**config.mk**
```make
export PLATFORM = sky130hd
export DESIGN_NAME = packet_deframer_crc32_check_top
export DESIGN_NICKNAME = d
export VERILOG_FILES = /design/src/sv/pdc_pkg.sv /design/src/sv/pdc_parser.sv /design/src/sv/pdc_queue.sv /design/src/sv/packet_deframer_crc32_check_top.sv
export SDC_FILE = /design/constraint.sdc
export NUM_CORES = 1
export LEC_CHECK = 0
export BUFFER_PORTS_ARGS = -buffer_cell sky130_fd_sc_hd__buf_2
export CORE_ASPECT_RATIO = 1.75
export CORE_MARGIN = 10
export CORE_UTILIZATION = 60
export CTS_CLUSTER_SIZE = 16
export DETAILED_ROUTE_END_ITERATION = 10
export PLACE_DENSITY = 0.89
export SYNTH_ARGS = -nofsm -noshare
export SYNTH_HDL_FRONTEND = slang
export SYNTH_SLANG_ARGS = --single-unit
```
**constraint.sdc**
```tcl
create_clock -name clk -period 11.7 [get_ports clk]
set_input_delay 1.755 -clock clk [delete_from_list [all_inputs] [get_ports clk]]
set_output_delay 1.755 -clock clk [all_outputs]
set_load 0.01 [all_outputs]
```
**src/sv/pdc_pkg.sv**
```systemverilog
// Package for the packet deframer: payload types, codes and CRC helper.
package pdc_pkg;

	localparam int HeaderBytes = 12;
	localparam logic [15:0] MaxLengthReset = 16'd512;
	localparam int QueueDepth = 4;
	localparam logic [31:0] CrcPoly = 32'hEDB88320;

	typedef enum logic [2:0] {
		ST_OK = 3'd0,
		ST_TYPE = 3'd1,
		ST_LENGTH = 3'd2,
		ST_HCRC = 3'd3,
		ST_PCRC = 3'd4
	} status_t;

	typedef struct packed {
		logic [7:0] data_byte;
		logic       frame_start;
	} in_item_t;

	typedef struct packed {
		logic        result_kind;
		logic [7:0]  payload_byte;
		logic [2:0]  status;
		logic [1:0]  pkt_type;
		logic        truncated;
		logic [4:0]  window;
		logic [7:0]  seqnum;
		logic [15:0] length;
		logic [31:0] timestamp;
		logic        last;
	} out_item_t;

	function automatic logic [31:0] crc_byte(input logic [31:0] c, input logic [7:0] b);
		logic [31:0] r;
		r = c ^ {24'd0, b};
		for (int k = 0; k < 8; k++) begin
			r = (r >> 1) ^ (CrcPoly & {32{r[0]}});
		end
		return r;
	endfunction

endpackage

```
**src/sv/pdc_parser.sv**
```systemverilog
// Front end: accepts bytes, tracks header and CRC state, classifies results.
module pdc_parser (
	input  logic                clk,
	input  logic                arst_n,
	input  pdc_pkg::in_item_t   in_item,
	input  logic                in_fire,
	input  logic [15:0]         max_length,
	output logic                res_valid,
	output pdc_pkg::out_item_t  res_item
);
	typedef enum logic [1:0] {PH_IDLE, PH_HEADER, PH_PAYLOAD, PH_TRAILER} phase_t;

	phase_t      phase_q;
	logic [16:0] pos_q;
	logic [1:0]  type_q;
	logic        trunc_q;
	logic [4:0]  win_q;
	logic [7:0]  seq_q;
	logic [15:0] len_q;
	logic [31:0] ts_q;
	logic [31:0] crc_q;
	logic [31:0] rcrc_q;

	always_ff @(posedge clk or negedge arst_n) begin
		logic [7:0]  b;
		logic [16:0] p;
		logic [16:0] np;
		logic [1:0]  ty;
		logic        tr;
		logic [4:0]  wi;
		logic [7:0]  sq;
		logic [15:0] ln;
		logic [31:0] ts;
		logic [31:0] cr;
		logic [31:0] rc;
		phase_t      ph;
		logic        rv;
		pdc_pkg::out_item_t ri;
		if (!arst_n) begin
			phase_q <= PH_IDLE;
			pos_q <= '0;
			type_q <= '0;
			trunc_q <= 1'b0;
			win_q <= '0;
			seq_q <= '0;
			len_q <= '0;
			ts_q <= '0;
			crc_q <= '1;
			rcrc_q <= '0;
			res_valid <= 1'b0;
			res_item <= '0;
		end else begin
			rv = 1'b0;
			ri = '0;
			if (in_fire && (in_item.frame_start || phase_q != PH_IDLE)) begin
				b = in_item.data_byte;
				ph = phase_q; p = pos_q; ty = type_q; tr = trunc_q; wi = win_q;
				sq = seq_q; ln = len_q; ts = ts_q; cr = crc_q; rc = rcrc_q;
				if (in_item.frame_start) begin
					ph = PH_HEADER; p = '0; ty = '0; tr = 1'b0; wi = '0;
					sq = '0; ln = '0; ts = '0; cr = '1; rc = '0;
				end
				np = p + 17'd1;
				unique case (ph)
					PH_HEADER: begin
						if (p == 17'd0) begin
							ty = b[7:6]; tr = b[5]; wi = b[4:0];
							cr = pdc_pkg::crc_byte(cr, b & 8'hDF);
						end else if (p == 17'd1) begin
							sq = b;
							cr = pdc_pkg::crc_byte(cr, b);
						end else if (p < 17'd4) begin
							ln = {ln[7:0], b};
							cr = pdc_pkg::crc_byte(cr, b);
						end else if (p < 17'd8) begin
							ts = ts | ({24'd0, b} << (5'd8 * p[1:0]));
							cr = pdc_pkg::crc_byte(cr, b);
						end else begin
							rc = {rc[23:0], b};
						end
					end
					PH_PAYLOAD: begin
						cr = pdc_pkg::crc_byte(cr, b);
						if (np >= 17'(pdc_pkg::HeaderBytes) + {1'b0, ln}) ph = PH_TRAILER;
					end
					default: rc = {rc[23:0], b};
				endcase
				ri.pkt_type = ty; ri.truncated = tr; ri.window = wi;
				ri.seqnum = sq; ri.length = ln; ri.timestamp = ts;
				if (phase_q == PH_HEADER || in_item.frame_start) begin
					if (p == 17'd0 && (ty == 2'd0 || (tr && ty != 2'd1))) begin
						rv = 1'b1; ph = PH_IDLE;
						ri.result_kind = 1'b1; ri.last = 1'b1;
						ri.status = pdc_pkg::ST_TYPE;
					end else if (p == 17'd3 && ln > max_length) begin
						rv = 1'b1; ph = PH_IDLE;
						ri.result_kind = 1'b1; ri.last = 1'b1;
						ri.status = pdc_pkg::ST_LENGTH;
					end else if (p == 17'(pdc_pkg::HeaderBytes - 1)) begin
						if (~cr != rc) begin
							rv = 1'b1; ph = PH_IDLE;
							ri.result_kind = 1'b1; ri.last = 1'b1;
							ri.status = pdc_pkg::ST_HCRC;
						end else if (ln == 16'd0) begin
							rv = 1'b1; ph = PH_IDLE;
							ri.result_kind = 1'b1; ri.last = 1'b1;
							ri.status = pdc_pkg::ST_OK;
						end else begin
							ph = PH_PAYLOAD; cr = '1; rc = '0;
						end
					end
				end else if (phase_q == PH_PAYLOAD) begin
					rv = 1'b1;
					ri.payload_byte = b;
				end else if (np >= 17'(pdc_pkg::HeaderBytes + 4) + {1'b0, ln}) begin
					rv = 1'b1; ph = PH_IDLE;
					ri.result_kind = 1'b1; ri.last = 1'b1;
					ri.status = (~cr != rc) ? pdc_pkg::ST_PCRC : pdc_pkg::ST_OK;
				end
				phase_q <= ph; pos_q <= np; type_q <= ty; trunc_q <= tr; win_q <= wi;
				seq_q <= sq; len_q <= ln; ts_q <= ts; crc_q <= cr; rcrc_q <= rc;
			end
			res_valid <= rv;
			res_item <= ri;
		end
	end
endmodule

```
**src/sv/pdc_queue.sv**
```systemverilog
// Back end: result queue between the parser and the output channel.
module pdc_queue #(
	parameter int Depth = pdc_pkg::QueueDepth
) (
	input  logic               clk,
	input  logic               arst_n,
	input  logic               wr_valid,
	input  pdc_pkg::out_item_t wr_item,
	output logic               space_ok,
	output logic               rd_valid,
	input  logic               rd_ready,
	output pdc_pkg::out_item_t rd_item
);
	localparam int AW = $clog2(Depth);
	pdc_pkg::out_item_t mem [Depth];
	logic [AW-1:0] wp_q, rp_q;
	logic [AW:0]   cnt_q;
	logic rd_fire;

	assign rd_valid = cnt_q != '0;
	assign rd_item = mem[rp_q];
	assign rd_fire = rd_valid && rd_ready;
	// room for the item in flight plus one more
	assign space_ok = cnt_q < (AW+1)'(Depth - 1);

	always_ff @(posedge clk) begin
		if (wr_valid) mem[wp_q] <= wr_item;
	end

	always_ff @(posedge clk or negedge arst_n) begin
		if (!arst_n) begin
			wp_q <= '0; rp_q <= '0; cnt_q <= '0;
		end else begin
			if (wr_valid) wp_q <= (wp_q == AW'(Depth - 1)) ? '0 : wp_q + 1'b1;
			if (rd_fire) rp_q <= (rp_q == AW'(Depth - 1)) ? '0 : rp_q + 1'b1;
			cnt_q <= cnt_q + (AW+1)'(wr_valid) - (AW+1)'(rd_fire);
		end
	end
endmodule

```
**src/sv/packet_deframer_crc32_check_top.sv**
```systemverilog
// Packet deframer with header and payload CRC-32 checks: top level.
// A result is registered in the parser and then written into the queue, which holds it until out_ready takes it.
// Throughput: one byte per cycle while in_ready is high; the byte-wide CRC update sets the figure.
// in_ready drops only while the result queue is nearly full.
// Reset clears parser state and the queue, and sets max_length to 512.
module packet_deframer_crc32_check_top #(
	parameter int QueueDepth = pdc_pkg::QueueDepth
) (
	input  logic               clk,
	input  logic               arst_n,
	input  logic               in_valid,
	output logic               in_ready,
	input  pdc_pkg::in_item_t  in_data,
	output logic               out_valid,
	input  logic               out_ready,
	output pdc_pkg::out_item_t out_data,
	input  logic               cfg_we,
	input  logic [15:0]        cfg_wdata
);
	logic [15:0] max_len_q;
	logic res_valid;
	pdc_pkg::out_item_t res_item;
	logic in_fire;

	assign in_fire = in_valid && in_ready;

	always_ff @(posedge clk or negedge arst_n) begin
		if (!arst_n) max_len_q <= pdc_pkg::MaxLengthReset;
		else if (cfg_we) max_len_q <= cfg_wdata;
	end

	pdc_parser u_parser (
		.clk, .arst_n, .in_item(in_data), .in_fire, .max_length(max_len_q),
		.res_valid, .res_item
	);

	pdc_queue #(.Depth(QueueDepth)) u_queue (
		.clk, .arst_n, .wr_valid(res_valid), .wr_item(res_item), .space_ok(in_ready),
		.rd_valid(out_valid), .rd_ready(out_ready), .rd_item(out_data)
	);

`ifndef SYNTH
	a_last_kind: assert property (@(posedge clk) disable iff (!arst_n)
		out_valid |-> out_data.last == out_data.result_kind) else $error("last mismatch");
	a_pay_status: assert property (@(posedge clk) disable iff (!arst_n)
		out_valid && !out_data.result_kind |-> out_data.status == pdc_pkg::ST_OK)
		else $error("status on payload");
	a_no_input_no_res: assert property (@(posedge clk) disable iff (!arst_n)
		!in_fire |=> !res_valid) else $error("result without request");
`endif
endmodule
```
## After elaboration in Yosys (flattened, before gate mapping)

Memory sizes are Yosys's and may differ from the RTL's.
Index checks and enable logic that the tools add are counted.

| storage, ports and cells | value |
|---|---|
| input bits | 30 |
| flip-flop bits (word level) | 248 |
| output and inout bits | 79 |
| memories kept | 1 |
| memory bits (writable) | 308 |

| cells by class | value |
|---|---|
| add/sub/neg operators | 7 |
| order comparisons | 6 |
| reductions and logical operators | 14 |
| shift operators | 1 |
| eq/ne operators | 11 |
| mux-type cells | 96 |
| bitwise logic cells | 20 |

Memories:

| memory | words | bits a word | read ports | clocked after memory_dff | wr ports | RTL line | RTL |
|---|---|---|---|---|---|---|---|
| u_queue.mem | 4 | 77 | 1 | 0 | 1 | pdc_queue.sv:15 | `pdc_pkg::out_item_t mem [Depth];` |

Operator list:

| kind | number |
|---|---|
| $mux 32 | 32 |
| $xor 31x32->32 | 16 |
| $pmux 32 s2 | 2 |
| $mux 16 | 7 |
| $mux 77 | 1 |
| $xor 32x8->32 | 2 |
| $mux 8 | 6 |
| $mux 2 | 19 |
| $ge 17x17->1 | 2 |
| $mux 17 | 2 |
| $ne 32x32->1 | 1 |
| $not 32->32 | 1 |
| $or 32x32->32 | 1 |
| $shl 8x5->32 | 1 |
| $mux 3 | 7 |
| $add 17x1->17 const B | 1 |
| $add 4x16->17 const A | 1 |
| $add 5x16->17 const A | 1 |
| $eq 17x1->1 const B | 1 |
| $eq 17x2->1 const B | 1 |
| $eq 17x4->1 const B | 1 |
| $logic_not 17->1 | 1 |
| $lt 17x3->1 const B | 1 |
| $lt 17x4->1 const B | 1 |
| other kinds (16) | 46 |

## Logic depth before layout (Yosys ltp)

Gate-level depths: netlist of the first run.

| depth | value |
|---|---|
| word-level depth | 27 |
| depth in mapped cells | 32 |
| depth with buffers taken out | 24 |

## Hierarchy

A second synthesis of the first run with hierarchy kept.

| unflattened totals | value |
|---|---|
| cells, all modules | 2163 |
| area, all modules | 27209.8 um^2 |

By module, submodules not included:

| module | area an instance (um^2) | instances | seq. area each (um^2) | cells an instance |
|---|---|---|---|---|
| pdc_parser | 15010.6 | 1 | 5645.4 | 1686 |
| pdc_queue | 11542.3 | 1 | 9424.0 | 442 |
| packet_deframer_crc32_check_top | 656.9 | 1 | 401.6 | 35 |

## Worst setup path before layout of the first run

No wires, ideal clock.

| path | value |
|---|---|
| path kind | input to register |
| start | input port in_data[0] (netlist bit) |
| end | register u_parser.phase_q[1] |
| required time | 11.634 ns |
| data arrival time | 7.915 ns |
| buffers on the path | 10 |
| slack | 3.719 ns |
| setup time | 0.066 ns |
| stages | 32 |
| cells stage by stage | clkbuf_1 > buf_2 > clkbuf_1 > buf_2 > buf_1 > buf_2 > buf_2 > or2_2 > ha_1 > clkbuf_1 > nand2b_1 > nor3_2 > clkbuf_1 > clkbuf_1 > mux2i_1 > inv_1 > ha_1 > and3_1 > nand3_1 > xnor2_1 > ha_1 > a21o_1 > a21oi_1 > nor2b_1 > o21ai_0 > nand2b_1 > a21oi_1 > a21oi_1 > o311a_1 > nor2_1 > o21a_1 > o31a_1 |

| between the ends | value |
|---|---|
| longest elaborated chain between the ends | 24 |
| elaborated cells on any way between the ends | 88 |
| classes of those cells | 3 x add/sub; 5 x order compare; 7 x eq/ne; 44 x mux; 19 x bitwise; 10 x reduce/logical |

RTL lines:

| item | RTL line | RTL |
|---|---|---|
| start, declared | packet_deframer_crc32_check_top.sv:13 | `input pdc_pkg::in_item_t in_data,` |
| parallel branches: the longest is 24 deep, another holds $lt 17x3->1 | - |  |
| end signal, assigned | pdc_parser.sv:120 | `phase_q <= ph; pos_q <= np; type_q <= ty; trunc_q <= tr; win_q <= wi;` |
| end, declared | pdc_parser.sv:13 | `phase_t phase_q;` |

Several ways; the timed one is not identified. The select of a mux whose other input is x is not followed.
A chain may end at the register's enable or synchronous reset.

## Worst setup path in the final report of the first run

| path | value |
|---|---|
| start | input port in_data[0] (netlist bit) |
| end | register u_parser.rcrc_q[0] |

| between the ends | value |
|---|---|
| longest elaborated chain between the ends | 24 |
| elaborated cells on any way between the ends | 79 |
| classes of those cells | 3 x order compare; 7 x eq/ne; 40 x mux; 19 x bitwise; 10 x reduce/logical |

RTL lines:

| item | RTL line | RTL |
|---|---|---|
| $mux 32 | pdc_parser.sv:59 | `if (in_item.frame_start) begin` |
| $mux 32 | pdc_parser.sv:55 | `if (in_fire && (in_item.frame_start \|\| phase_q != PH_IDLE)) begin` |
| $xor 32x8->32 | pdc_pkg.sv:37 | `r = c ^ {24'd0, b};` |
| $xor 31x32->32 (8 in series) | pdc_pkg.sv:39 | `r = (r >> 1) ^ (CrcPoly & {32{r[0]}});` |
| $mux 32 | pdc_parser.sv:75 | `end else if (p < 17'd8) begin` |
| $mux 32 | pdc_parser.sv:72 | `end else if (p < 17'd4) begin` |
| $mux 32 | pdc_parser.sv:69 | `end else if (p == 17'd1) begin` |
| $mux 32 | pdc_parser.sv:66 | `if (p == 17'd0) begin` |
| $pmux 32 s2 | pdc_parser.sv:64 | `unique case (ph)` |
| $mux 32 | pdc_parser.sv:55 |  |
| $not 32->32 | pdc_parser.sv:100 | `if (~cr != rc) begin` |
| $ne 32x32->1 | pdc_parser.sv:100 |  |
| $mux 32 | pdc_parser.sv:100 |  |
| $mux 32 | pdc_parser.sv:99 | `end else if (p == 17'(pdc_pkg::HeaderBytes - 1)) begin` |
| $mux 32 | pdc_parser.sv:95 | `end else if (p == 17'd3 && ln > max_length) begin` |
| $mux 32 | pdc_parser.sv:91 | `if (p == 17'd0 && (ty == 2'd0 \|\| (tr && ty != 2'd1))) begin` |
| $mux 32 | pdc_parser.sv:90 | `if (phase_q == PH_HEADER \|\| in_item.frame_start) begin` |
| end signal, assigned | pdc_parser.sv:121 | `seq_q <= sq; len_q <= ln; ts_q <= ts; crc_q <= cr; rcrc_q <= rc;` |
| end, declared | pdc_parser.sv:22 | `logic [31:0] rcrc_q;` |

Parallel ways exist; a longest one is shown, timed or not. The select of a mux whose other input is x is not followed.

==> out/metrics.csv, run 1 <==
metric,value,unit
gr usage total,31.6,%
Hold Buf Count CTS,0,
Clock transition at path regs,70,ps
final setup vio count,0,
crit-path max cell delay,710,ps
CTS tree,yes,
PD cells,242,mW/mm²
synthesized area per cell,12.5,µm²
core footprint,0.0450,mm²
Finished Core Util,66.3,%
combinational family with the most area after synthesis,compound AO/OA/AOI/OAI gates,
Synth Area in XOR/XNOR,6.63,%
Hold Fails Final Rpt,0,
mux share of post-synthesis cell area,7.46,%
setup TNS,0,ps
DIE AREA,0.0546,mm²
max_cap viols,0,
"Max stage delay cell, worst path",or4b_2,
post_cts resized,0,
H-tree Lvls,2,
Crit Path Category,in -> reg,
most frequent cells in the layout,"304 x edfxtp_1, 212 x dfrtp_1, 168 x nand2_1",
Synth Area in Compound Gates,12.8,%
Sink Count,551,
pins over their slew limit,0,
via/cell ratio,6.89,
HP Class,reg -> reg,
Mapped Cells,2172,
vias in the first global route,20300,
TritonCTS Buffers,46,
post-route ant nets,0,
global route overflow,0,
"most used cell, CP",buf_4,
Max Clk Rate,129,MHz
Routed Wire Length,87500,µm
worst IR drop on VDD,0.000265,V
critical path arrival,8230,ps
Worst Tran Pin Value,1370,ps
# rows,103,
routed vias,19600,
"Distinct cells, synth",89,
drt drc,0,
Root Buffer,clkbuf_16,
worst skew pair latency,600,ps
nets@finish,2326,
Tcrit/Tclk final,66.3,%
FF-to-FF setup slack,5230,ps
Fin Clk Skew,16.4,ps
first-pass GRT wire length,130000,µm
"Area growth, synth to finish",9.62,%
simple-gate area share of the yosys netlist,10.8,%
status,completed,
clock buffer depth,3,
Ys Warns,0,
antenna violations before repair,0,
Fill cells,3113,
fin crit period,7760,ps
ys flop type,edfxtp_1,
cell family with most CP delay,simple AND/OR/NAND/NOR gates,
die span in x,181,µm
Startpoint Class,input pin,
sequential area share after synthesis,56.4,%
"EDFF count, synth",304,
CP bufs+invs,4,
post-DP HPWL,58100,µm
Syn Nets,2269,
die height,302,µm
share of post-route cells with drive strength above 1,16.8,%
io pins,109,
#FFs+latches synth,551,
critical-path cell list,buf_4 > buf_4 > or2_2 > ha_1 > buf_4 > or4b_2 > nor4_4 > or2_1 > buf_4 > a2111oi_0 > a311oi_1 > a21oi_1 > a31o_2 > nor4_1 > nand3_1 > nor3_4 > o31ai_1 > a32o_1,
Starting Density,60.5,%
adder-cell share of the synthesized area,3.11,%
CP max FO,64,
WL per Instance,30.8,µm
Post-CTS Setup Bufs,0,
"Cell Area, Synth",0.0272,mm²
relative max-transition margin,7.61,%
leakage power,12.0,nW
hold_ws,484,ps
GPL Wtd Cong,1.10,
port bufs,108,
"commonest non-fill, non-tap cell in the layout",edfxtp_1,
number of diodes,0,
largest net degree at the start of global routing,146,
unrepaired setup endpoints after global routing,no,
first-pass iteration count of the detailed router,6,
Worst Path Required,12170,ps
Async SR Flop Fraction,44.8,%
Crit. End Element,flip-flop,
1st-iter DRT viols,1847,
per-layer routing:
metal	GRT usage, %	up-vias	share of wire (%)
met1	33.1	9733	32
met3	5.55	424	7.2
met2	55.1	1185	51
li1	-	8257	-
met5	0	-	0
met4	24.7	0	9.2
cells by family (layout without fill, tap and decap cells):
kind of cell / after synthesis / after routing
adder cells (fa/ha/maj): 67 / 67
flip-flops: 551 / 551
AO/OA/AOI/OAI: 498 / 498
multiplexers: 107 / 107
buffers and inverters: 194 / 289
AND/OR/NAND/NOR: 595 / 595
XOR/XNOR: 160 / 160
cells in the mapped netlist, types with 12 or more instances:
| cell type | count | share of area, % |
|---|---|---|
| nor2_1 | 163 | 2.2 |
| and2_1 | 14 | 0.32 |
| a21o_1 | 27 | 0.75 |
| buf_1 | 26 | 0.36 |
| nor2b_1 | 38 | 0.87 |
| o21ai_0 | 99 | 1.8 |
| dfstp_2 | 33 | 3.2 |
| mux2i_1 | 25 | 0.92 |
| nand4_1 | 21 | 0.48 |
| nand2b_1 | 13 | 0.30 |
| nor3_1 | 29 | 0.53 |
| o21a_1 | 15 | 0.41 |
| mux4_2 | 76 | 6.3 |
| o22a_1 | 19 | 0.61 |
| xnor2_1 | 90 | 2.9 |
| ha_1 | 66 | 3.0 |
| inv_1 | 52 | 0.72 |
| nand2_1 | 168 | 2.3 |
| a22o_1 | 68 | 2.2 |
| xor2_1 | 41 | 1.3 |
| a22oi_1 | 49 | 1.4 |
| and3_1 | 21 | 0.48 |
| nand3_1 | 56 | 1.0 |
| edfxtp_1 | 304 | 34 |
| buf_2 | 16 | 0.29 |
| nor4_1 | 15 | 0.34 |
| a21oi_1 | 88 | 1.6 |
| dfrtp_1 | 214 | 20 |
| clkbuf_1 | 97 | 1.3 |
| o211ai_1 | 12 | 0.33 |
| xnor3_1 | 26 | 2.2 |
layout make-up:
class / count / area [µm²] / area share, %
flip-flops and latches: 551 / 15400 / 51.5
well taps: 577 / 722 / 2.42
inverters: 52 / 195 / 0.655
clock inverters: 16 / 198 / 0.663
repair buffers: 151 / 888 / 2.98
clock buffers: 70 / 1330 / 4.47
multi-input cells: 1427 / 11100 / 37.3
sequential cells by signal (all words and copies together), names as in the netlist:
signal              flops
u_queue.cnt_q           3
max_len_q              16
u_parser.seq_q          8
u_queue.wp_q            2
u_queue.mem           304
u_parser.win_q          5
u_parser.type_q         2
u_queue.rp_q            2
u_parser.res_valid      1
u_parser.trunc_q        1
u_parser.len_q         16
u_parser.crc_q         32
u_parser.res_item      76
u_parser.ts_q          32
u_parser.phase_q        2
u_parser.pos_q         17
u_parser.rcrc_q        32
per-stage QoR:
| step | cell area (µm²) | setup slack (ps) | power (mW) | std cells |
|---|---|---|---|---|
| final | 29800 | 3940 | 7.21 | 2844 |
| after global placement | 28300 | 3690 | 5.46 | 2758 |
| after detailed placement | 28300 | 3580 | 5.51 | 2758 |
| after floorplan | 27200 | 3720 | 4.44 | 2172 |
| after global routing | 29800 | 3780 | 7.45 | 2844 |
| after CTS | 29800 | 4150 | 7.09 | 2844 |
worst paths after layout:
check,startpoint,end,depth (start not counted)
min in group asynchronous,arst_n,max_len_q[1],1
worst max-delay path,in_data[0],u_parser.rcrc_q[0],18
worst min register to register,u_parser.res_item[9],u_queue.mem[0][9],0
worst min-delay path,u_parser.res_item[9],u_queue.mem[0][9],0
worst max register to register,u_parser.phase_q[0],u_parser.rcrc_q[0],16
max in group asynchronous,arst_n,u_parser.res_item[6],2
power breakdown:
part / switching (mW) / internal (mW) / total [mW]
logic: 1.81 / 1.19 / 2.99
clock network: 0.728 / 0.846 / 1.57
registers: 0.329 / 2.31 / 2.64
Note: power is estimated with default switching activity, not from simulation.
==> inputs of run 2 (changes only) <==
- clock period: 11.7 -> 8 ns (I/O delays scaled with it)
==> out/metrics.csv, run 2 (same netlist as run 1, synthesis figures left out) <==
metric,value,unit,change
post_cts resized,0,,unchanged
Worst Tran Pin Value,1360,ps,was 1370 ps
DIE AREA,0.0546,mm²,unchanged
via/cell ratio,6.87,,was 6.89
status,completed,,unchanged
post-DP HPWL,59600,µm,was 58100 µm
io pins,109,,unchanged
number of diodes,0,,unchanged
relative max-transition margin,9.31,%,was 7.61%
Sink Count,551,,unchanged
Startpoint Class,flip-flop,,was input pin
Final WS setup,1810,ps,was 3940 ps
HP Class,reg -> reg,,unchanged
post-route ant nets,0,,unchanged
Clock transition at path regs,70,ps,about the same
nets@finish,2343,,was 2326
Levels on crit path,21,,was 18
Hold Buf Count CTS,0,,unchanged
cell family with most CP delay,simple AND/OR/NAND/NOR gates,,unchanged
Starting Density,60.5,%,unchanged
"most used cell, CP",a21oi_1,,was buf_4
Reg with most FFs,u_queue.mem,,unchanged
H-tree Lvls,2,,unchanged
global route overflow,0,,unchanged
Max Clk Rate,162,MHz,
port bufs,108,,unchanged
post-route cell area,0.0301,mm²,was 0.0298 mm²
Finished Core Util,66.9,%,was 66.3%
CP bufs+invs,0,,was 4
critical path arrival,6690,ps,was 8230 ps
CP max FO,10,,was 64
GPL Wtd Cong,1.03,,was 1.10
Final Total Pwr,10.6,mW,was 7.21 mW
setup TNS,0,ps,unchanged
"Area growth, synth to finish",10.5,%,was 9.62%
drt drc,0,,unchanged
worst skew pair latency,600,ps,about the same
max_cap viols,0,,unchanged
most frequent cells in the layout,"304 x edfxtp_1, 212 x dfrtp_1, 168 x nand2_1",,unchanged
unrepaired setup endpoints after global routing,no,,unchanged
"Max stage delay cell, worst path",nor3_2,,was or4b_2
Fin Clk Skew,31.2,ps,was 16.4 ps
first-pass iteration count of the detailed router,5,,was 6
post-place setup slack,1270,ps,was 3580 ps
crit-path max cell delay,760,ps,was 710 ps
WL per Instance,31.2,µm,was 30.8 µm
core footprint,0.0450,mm²,unchanged
Crit Path Category,reg -> reg,,was in -> reg
"commonest non-fill, non-tap cell in the layout",edfxtp_1,,unchanged
Top Registers,"u_queue.mem x304, u_parser.res_item x76",,unchanged
leakage power,12.2,nW,was 12.0 nW
share of post-route cells with drive strength above 1,17.8,%,was 16.8%
CTS tree,yes,,unchanged
critical-path cell list,nor4_2 > and4_1 > a21oi_1 > nor3_2 > nand2_1 > o21ai_1 > o21ai_0 > nor3_1 > nand3_1 > xor2_1 > ha_1 > a21oi_1 > nor2b_1 > o21ai_0 > nand2b_1 > a21oi_1 > a21oi_1 > nor4_1 > or3_1 > or2_2 > o22ai_1,,was buf_4 > buf_4 > or2_2 > ha_1 > buf_4 > or4b_2 > nor4_4 > or2_1 > buf_4 > a2111oi_0 > a311oi_1 > a21oi_1 > a31o_2 > nor4_1 > nand3_1 > nor3_4 > o31ai_1 > a32o_1
Root Buffer,clkbuf_16,,unchanged
FF-to-FF path depth,21,,was 16
DP Area,0.0284,mm²,was 0.0283 mm²
largest net degree at the start of global routing,134,,was 146
routed vias,19700,,was 19600
Hold Fails Final Rpt,0,,unchanged
worst IR drop on VDD,0.000384,V,was 0.000265 V
pins over their slew limit,0,,unchanged
1st-iter DRT viols,2134,,was 1847
die span in x,181,µm,unchanged
die height,302,µm,unchanged
gr usage total,32.5,%,was 31.6%
Post-CTS Setup Bufs,0,,unchanged
clock buffer depth,3,,unchanged
TritonCTS Buffers,47,,was 46
vias in the first global route,20300,,about the same
Worst Path Required,8500,ps,was 12170 ps
max FFs per register,304,,unchanged
Routed Wire Length,89300,µm,was 87500 µm
antenna violations before repair,2,,was 0
final setup vio count,0,,unchanged
Tcrit/Tclk final,77.4,%,
# rows,103,,unchanged
first-pass GRT wire length,133000,µm,was 130000 µm
Crit. End Element,flip-flop,,unchanged
Worst Hold Depth,0,,unchanged
PD cells,351,mW/mm²,was 242 mW/mm²
fin crit period,6190,ps,
==> run 2: metal layers <==
| layer | up-vias | part of all wire, % | global-route usage (%) |
|---|---|---|---|
| met5 | - | 0.015 | 0 |
| met4 | 2 | 9.2 | 24.8 |
| met3 | 377 | 6.9 | 4.93 |
| met2 | 1251 | 52 | 57.4 |
| met1 | 9743 | 32 | 34.2 |
| li1 | 8300 | - | - |
==> run 2: cell type report <==
type	instances	area, µm²
flip-flops and latches	551	15400
inverters	52	195
multi-input cells	1427	11100
repair buffers	167	1030
clock buffers	67	1400
clock inverters	21	238
well taps	577	722
fillers	3044	14900
==> run 2: power breakdown <==
group	switching, mW	internal (mW)	total [mW]
logic	2.55	1.75	4.30
registers	0.465	3.38	3.84
clock network	1.09	1.33	2.42
total	4.10	6.46	10.6
==> run 2: path summary, 6_finish.rpt <==
path                                        from                   end  slack, ps
setup / recovery              u_parser.pos_q[11]  u_parser.res_item[0]       1810
hold / removal             u_parser.res_item[50]    u_queue.mem[0][50]        490
setup reg to reg              u_parser.pos_q[11]  u_parser.res_item[0]       1810
hold reg to reg            u_parser.res_item[50]    u_queue.mem[0][50]        490
max in group asynchronous                 arst_n       u_queue.rp_q[0]       5650
min in group asynchronous                 arst_n   u_parser.rcrc_q[12]        680
==> run 2: worst reg2reg max path, stage by stage, from the launching register on <==
cell and delay [ps]:
dfrtp_1 460, nor4_2 650, and4_1 350, a21oi_1 280, nor3_2 760, nand2_1 110
o21ai_1 280, o21ai_0 240, nor3_1 560, nand3_1 190, xor2_1 170, ha_1 310
a21oi_1 70, nor2b_1 100, o21ai_0 80, nand2b_1 70, a21oi_1 70, a21oi_1 430
nor4_1 160, or3_1 360, or2_2 280, o22ai_1 140
==> run 2: metrics by stage <==
step                hold slack [ps]  std cells
CTS                             484       2862
detailed placement              474       2774
floorplan                       450       2172
global placement                459       2774
global route                    511       2862
finish                          489       2862
==> inputs of run 3 (changes only) <==
- clock period: 8 -> 6.2 ns (I/O delays scaled with it)
==> out/metrics.csv, run 3 (same netlist as run 1, synthesis figures left out) <==
metric,value,unit,change
nets@finish,2379,,was 2343
routed vias,20300,,was 19700
Routed Wire Length,91700,µm,was 89300 µm
Max Clk Rate,172,MHz,
Reg with most FFs,u_queue.mem,,unchanged
core footprint,0.0450,mm²,unchanged
crit-path max cell delay,970,ps,was 760 ps
Crit. End Element,flip-flop,,unchanged
final setup vio count,0,,unchanged
FF-to-FF setup slack,410,ps,was 1810 ps
met3 WL post-DR,6700,µm,was 6190 µm
Worst Tran Pin Value,1310,ps,was 1360 ps
DIE AREA,0.0546,mm²,unchanged
Hold Fails Final Rpt,0,,unchanged
Sink Count,551,,unchanged
register area,0.0154,mm²,unchanged
fin crit period,5810,ps,
global route overflow,0,,unchanged
1st-iter DRT viols,2204,,was 2134
via/cell ratio,7.00,,was 6.87
Root Buffer,clkbuf_16,,unchanged
Fill cells,2988,,was 3044
Final Total Pwr,13.9,mW,was 10.6 mW
clock buffer depth,3,,unchanged
io pins,109,,unchanged
die span in x,181,µm,unchanged
PD cells,457,mW/mm²,was 351 mW/mm²
Reg-to-Reg Start,u_parser.phase_q[0],,was u_parser.pos_q[11]
met2 WL post-DR,46800,µm,was 46300 µm
Post-CTS Setup Bufs,0,,unchanged
WL per Instance,31.6,µm,was 31.2 µm
HP Class,in -> async,,was reg -> reg
Tcrit/Tclk final,93.7,%,
area of the multi-input gates,0.0111,mm²,about the same
most frequent cells in the layout,"304 x edfxtp_1, 212 x dfrtp_1, 168 x nand2_1",,unchanged
Fin Clk Skew,14.4,ps,was 31.2 ps
setup TNS,0,ps,unchanged
leakage power,12.3,nW,was 12.2 nW
die height,302,µm,unchanged
Clock transition at path regs,70,ps,about the same
post_cts resized,0,,unchanged
TritonCTS Buffers,47,,unchanged
Hold Buf Count CTS,0,,unchanged
top layer in use,met4,,was met5
relative max-transition margin,12.2,%,was 9.31%
CP max FO,10,,unchanged
vias in the first global route,20900,,was 20300
drt drc,1,,was 0
pins over their slew limit,0,,unchanged
critical path arrival,6340,ps,was 6690 ps
antenna violations before repair,0,,was 2
Post-Route M1 WL,28700,µm,was 28600 µm
status,"complete, but fails checks",,was completed
Top Registers,"u_queue.mem x304, u_parser.res_item x76",,unchanged
# rows,103,,unchanged
max_cap viols,0,,unchanged
first-pass GRT wire length,135000,µm,was 133000 µm
FF-to-FF path depth,17,,was 21
gr usage total,33.0,%,was 32.5%
worst skew pair latency,590,ps,was 600 ps
largest net degree at the start of global routing,131,,was 134
critical-path cell list,buf_4 > or2_2 > ha_2 > a21oi_1 > nor2_1 > nor2_2 > a21oi_1 > o32ai_1 > xor2_1 > or4_1 > nor4b_2 > nand4_2 > buf_4 > nor3_4 > buf_12 > o21a_1 > o32a_1,,was nor4_2 > and4_1 > a21oi_1 > nor3_2 > nand2_1 > o21ai_1 > o21ai_0 > nor3_1 > nand3_1 > xor2_1 > ha_1 > a21oi_1 > nor2b_1 > o21ai_0 > nand2b_1 > a21oi_1 > a21oi_1 > nor4_1 > or3_1 > or2_2 > o22ai_1
max FFs per register,304,,unchanged
unrepaired setup endpoints after global routing,no,,unchanged
GPL Wtd Cong,1.05,,was 1.03
H-tree Lvls,2,,unchanged
"Max stage delay cell, worst path",o32ai_1,,was nor3_2
post-route ant nets,0,,unchanged
Startpoint Class,input pin,,was flip-flop
Worst Path Required,6730,ps,was 8500 ps
"Area growth, synth to finish",11.6,%,was 10.5%
CTS tree,yes,,unchanged
post-DP HPWL,61800,µm,was 59600 µm
Crit Path Category,in -> reg,,was reg -> reg
RR Endpoint,u_parser.crc_q[22],,was u_parser.res_item[0]
port bufs,108,,unchanged
"commonest non-fill, non-tap cell in the layout",edfxtp_1,,unchanged
failing checks,design-rule violations,,
worst IR drop on VDD,0.000646,V,was 0.000384 V
share of post-route cells with drive strength above 1,18.8,%,was 17.8%
first-pass iteration count of the detailed router,9,,was 5
Starting Density,60.5,%,unchanged
==> run 3: changes by cell type in the layout (fill, tap and decap cells not counted), sizes merged <==
cell and change:
bufinv +3, inv -2, clkbuf -2, buf +35, diode +1, clkinv +2
==> run 3: final cells by class <==
type                            count  area share (%)
Sequential cell                   551            50.6
Multi-Input combinational cell   1427            36.7
Timing Repair Buffer              203            4.42
Clock buffer                       64            4.22
Tap cell                          577            2.38
Clock inverter                     24            1.09
Inverter                           52           0.643
Antenna cell                        1         0.00824
==> run 3: power breakdown <==
group | switching [mW] | total [mW] | internal [mW]
clock | 1.39 | 3.12 | 1.72
combinational | 3.35 | 5.74 | 2.38
sequential | 0.654 | 5.01 | 4.36
total | 5.40 | 13.9 | 8.47
==> run 3: per-layer routing <==
layer	track usage, %	vias up
met3	4.69	456
li1	-	8370
met2	57.6	1436
met1	34.4	10000
met5	0	-
met4	28.7	0
==> run 3: worst max path at each step <==
stage	startpoint	to	slack (ps)	cells past startpoint
floorplan	in_data[0]	u_parser.rcrc_q[4]	30	23
global placement	in_data[0]	u_parser.rcrc_q[5]	130	17
detailed placement	in_data[0]	u_parser.rcrc_q[6]	150	17
CTS	u_parser.pos_q[14]	u_parser.res_item[0]	690	21
global route	u_parser.pos_q[11]	u_parser.res_item[0]	60	23
finish	in_data[0]	u_parser.crc_q[22]	390	17
==> run 3: stage by stage <==
stage / instance area, µm² / instances / hold slack [ps] / util (%) / worst slack [ps]
final: 30400 / 2899 / 497 / 67.5 / 389
after global routing: 30400 / 2898 / 501 / 67.5 / 63.7
after CTS: 30400 / 2897 / 485 / 67.5 / 685
after detailed placement: 28700 / 2809 / 476 / 63.9 / 150
after global placement: 28700 / 2809 / 459 / 63.9 / 128
after floorplan: 27200 / 2172 / 450 / - / 27.9
==> run 3: critical path: cells and delay by family <==
family                     cells  cell delay [ps]
and+or+nand+nor                7             2530
xor gates and xnor gates       1              160
AOI/OAI and AO/OA              5             1930
adders and majority gates      1              250
buffers and inverters          3              520
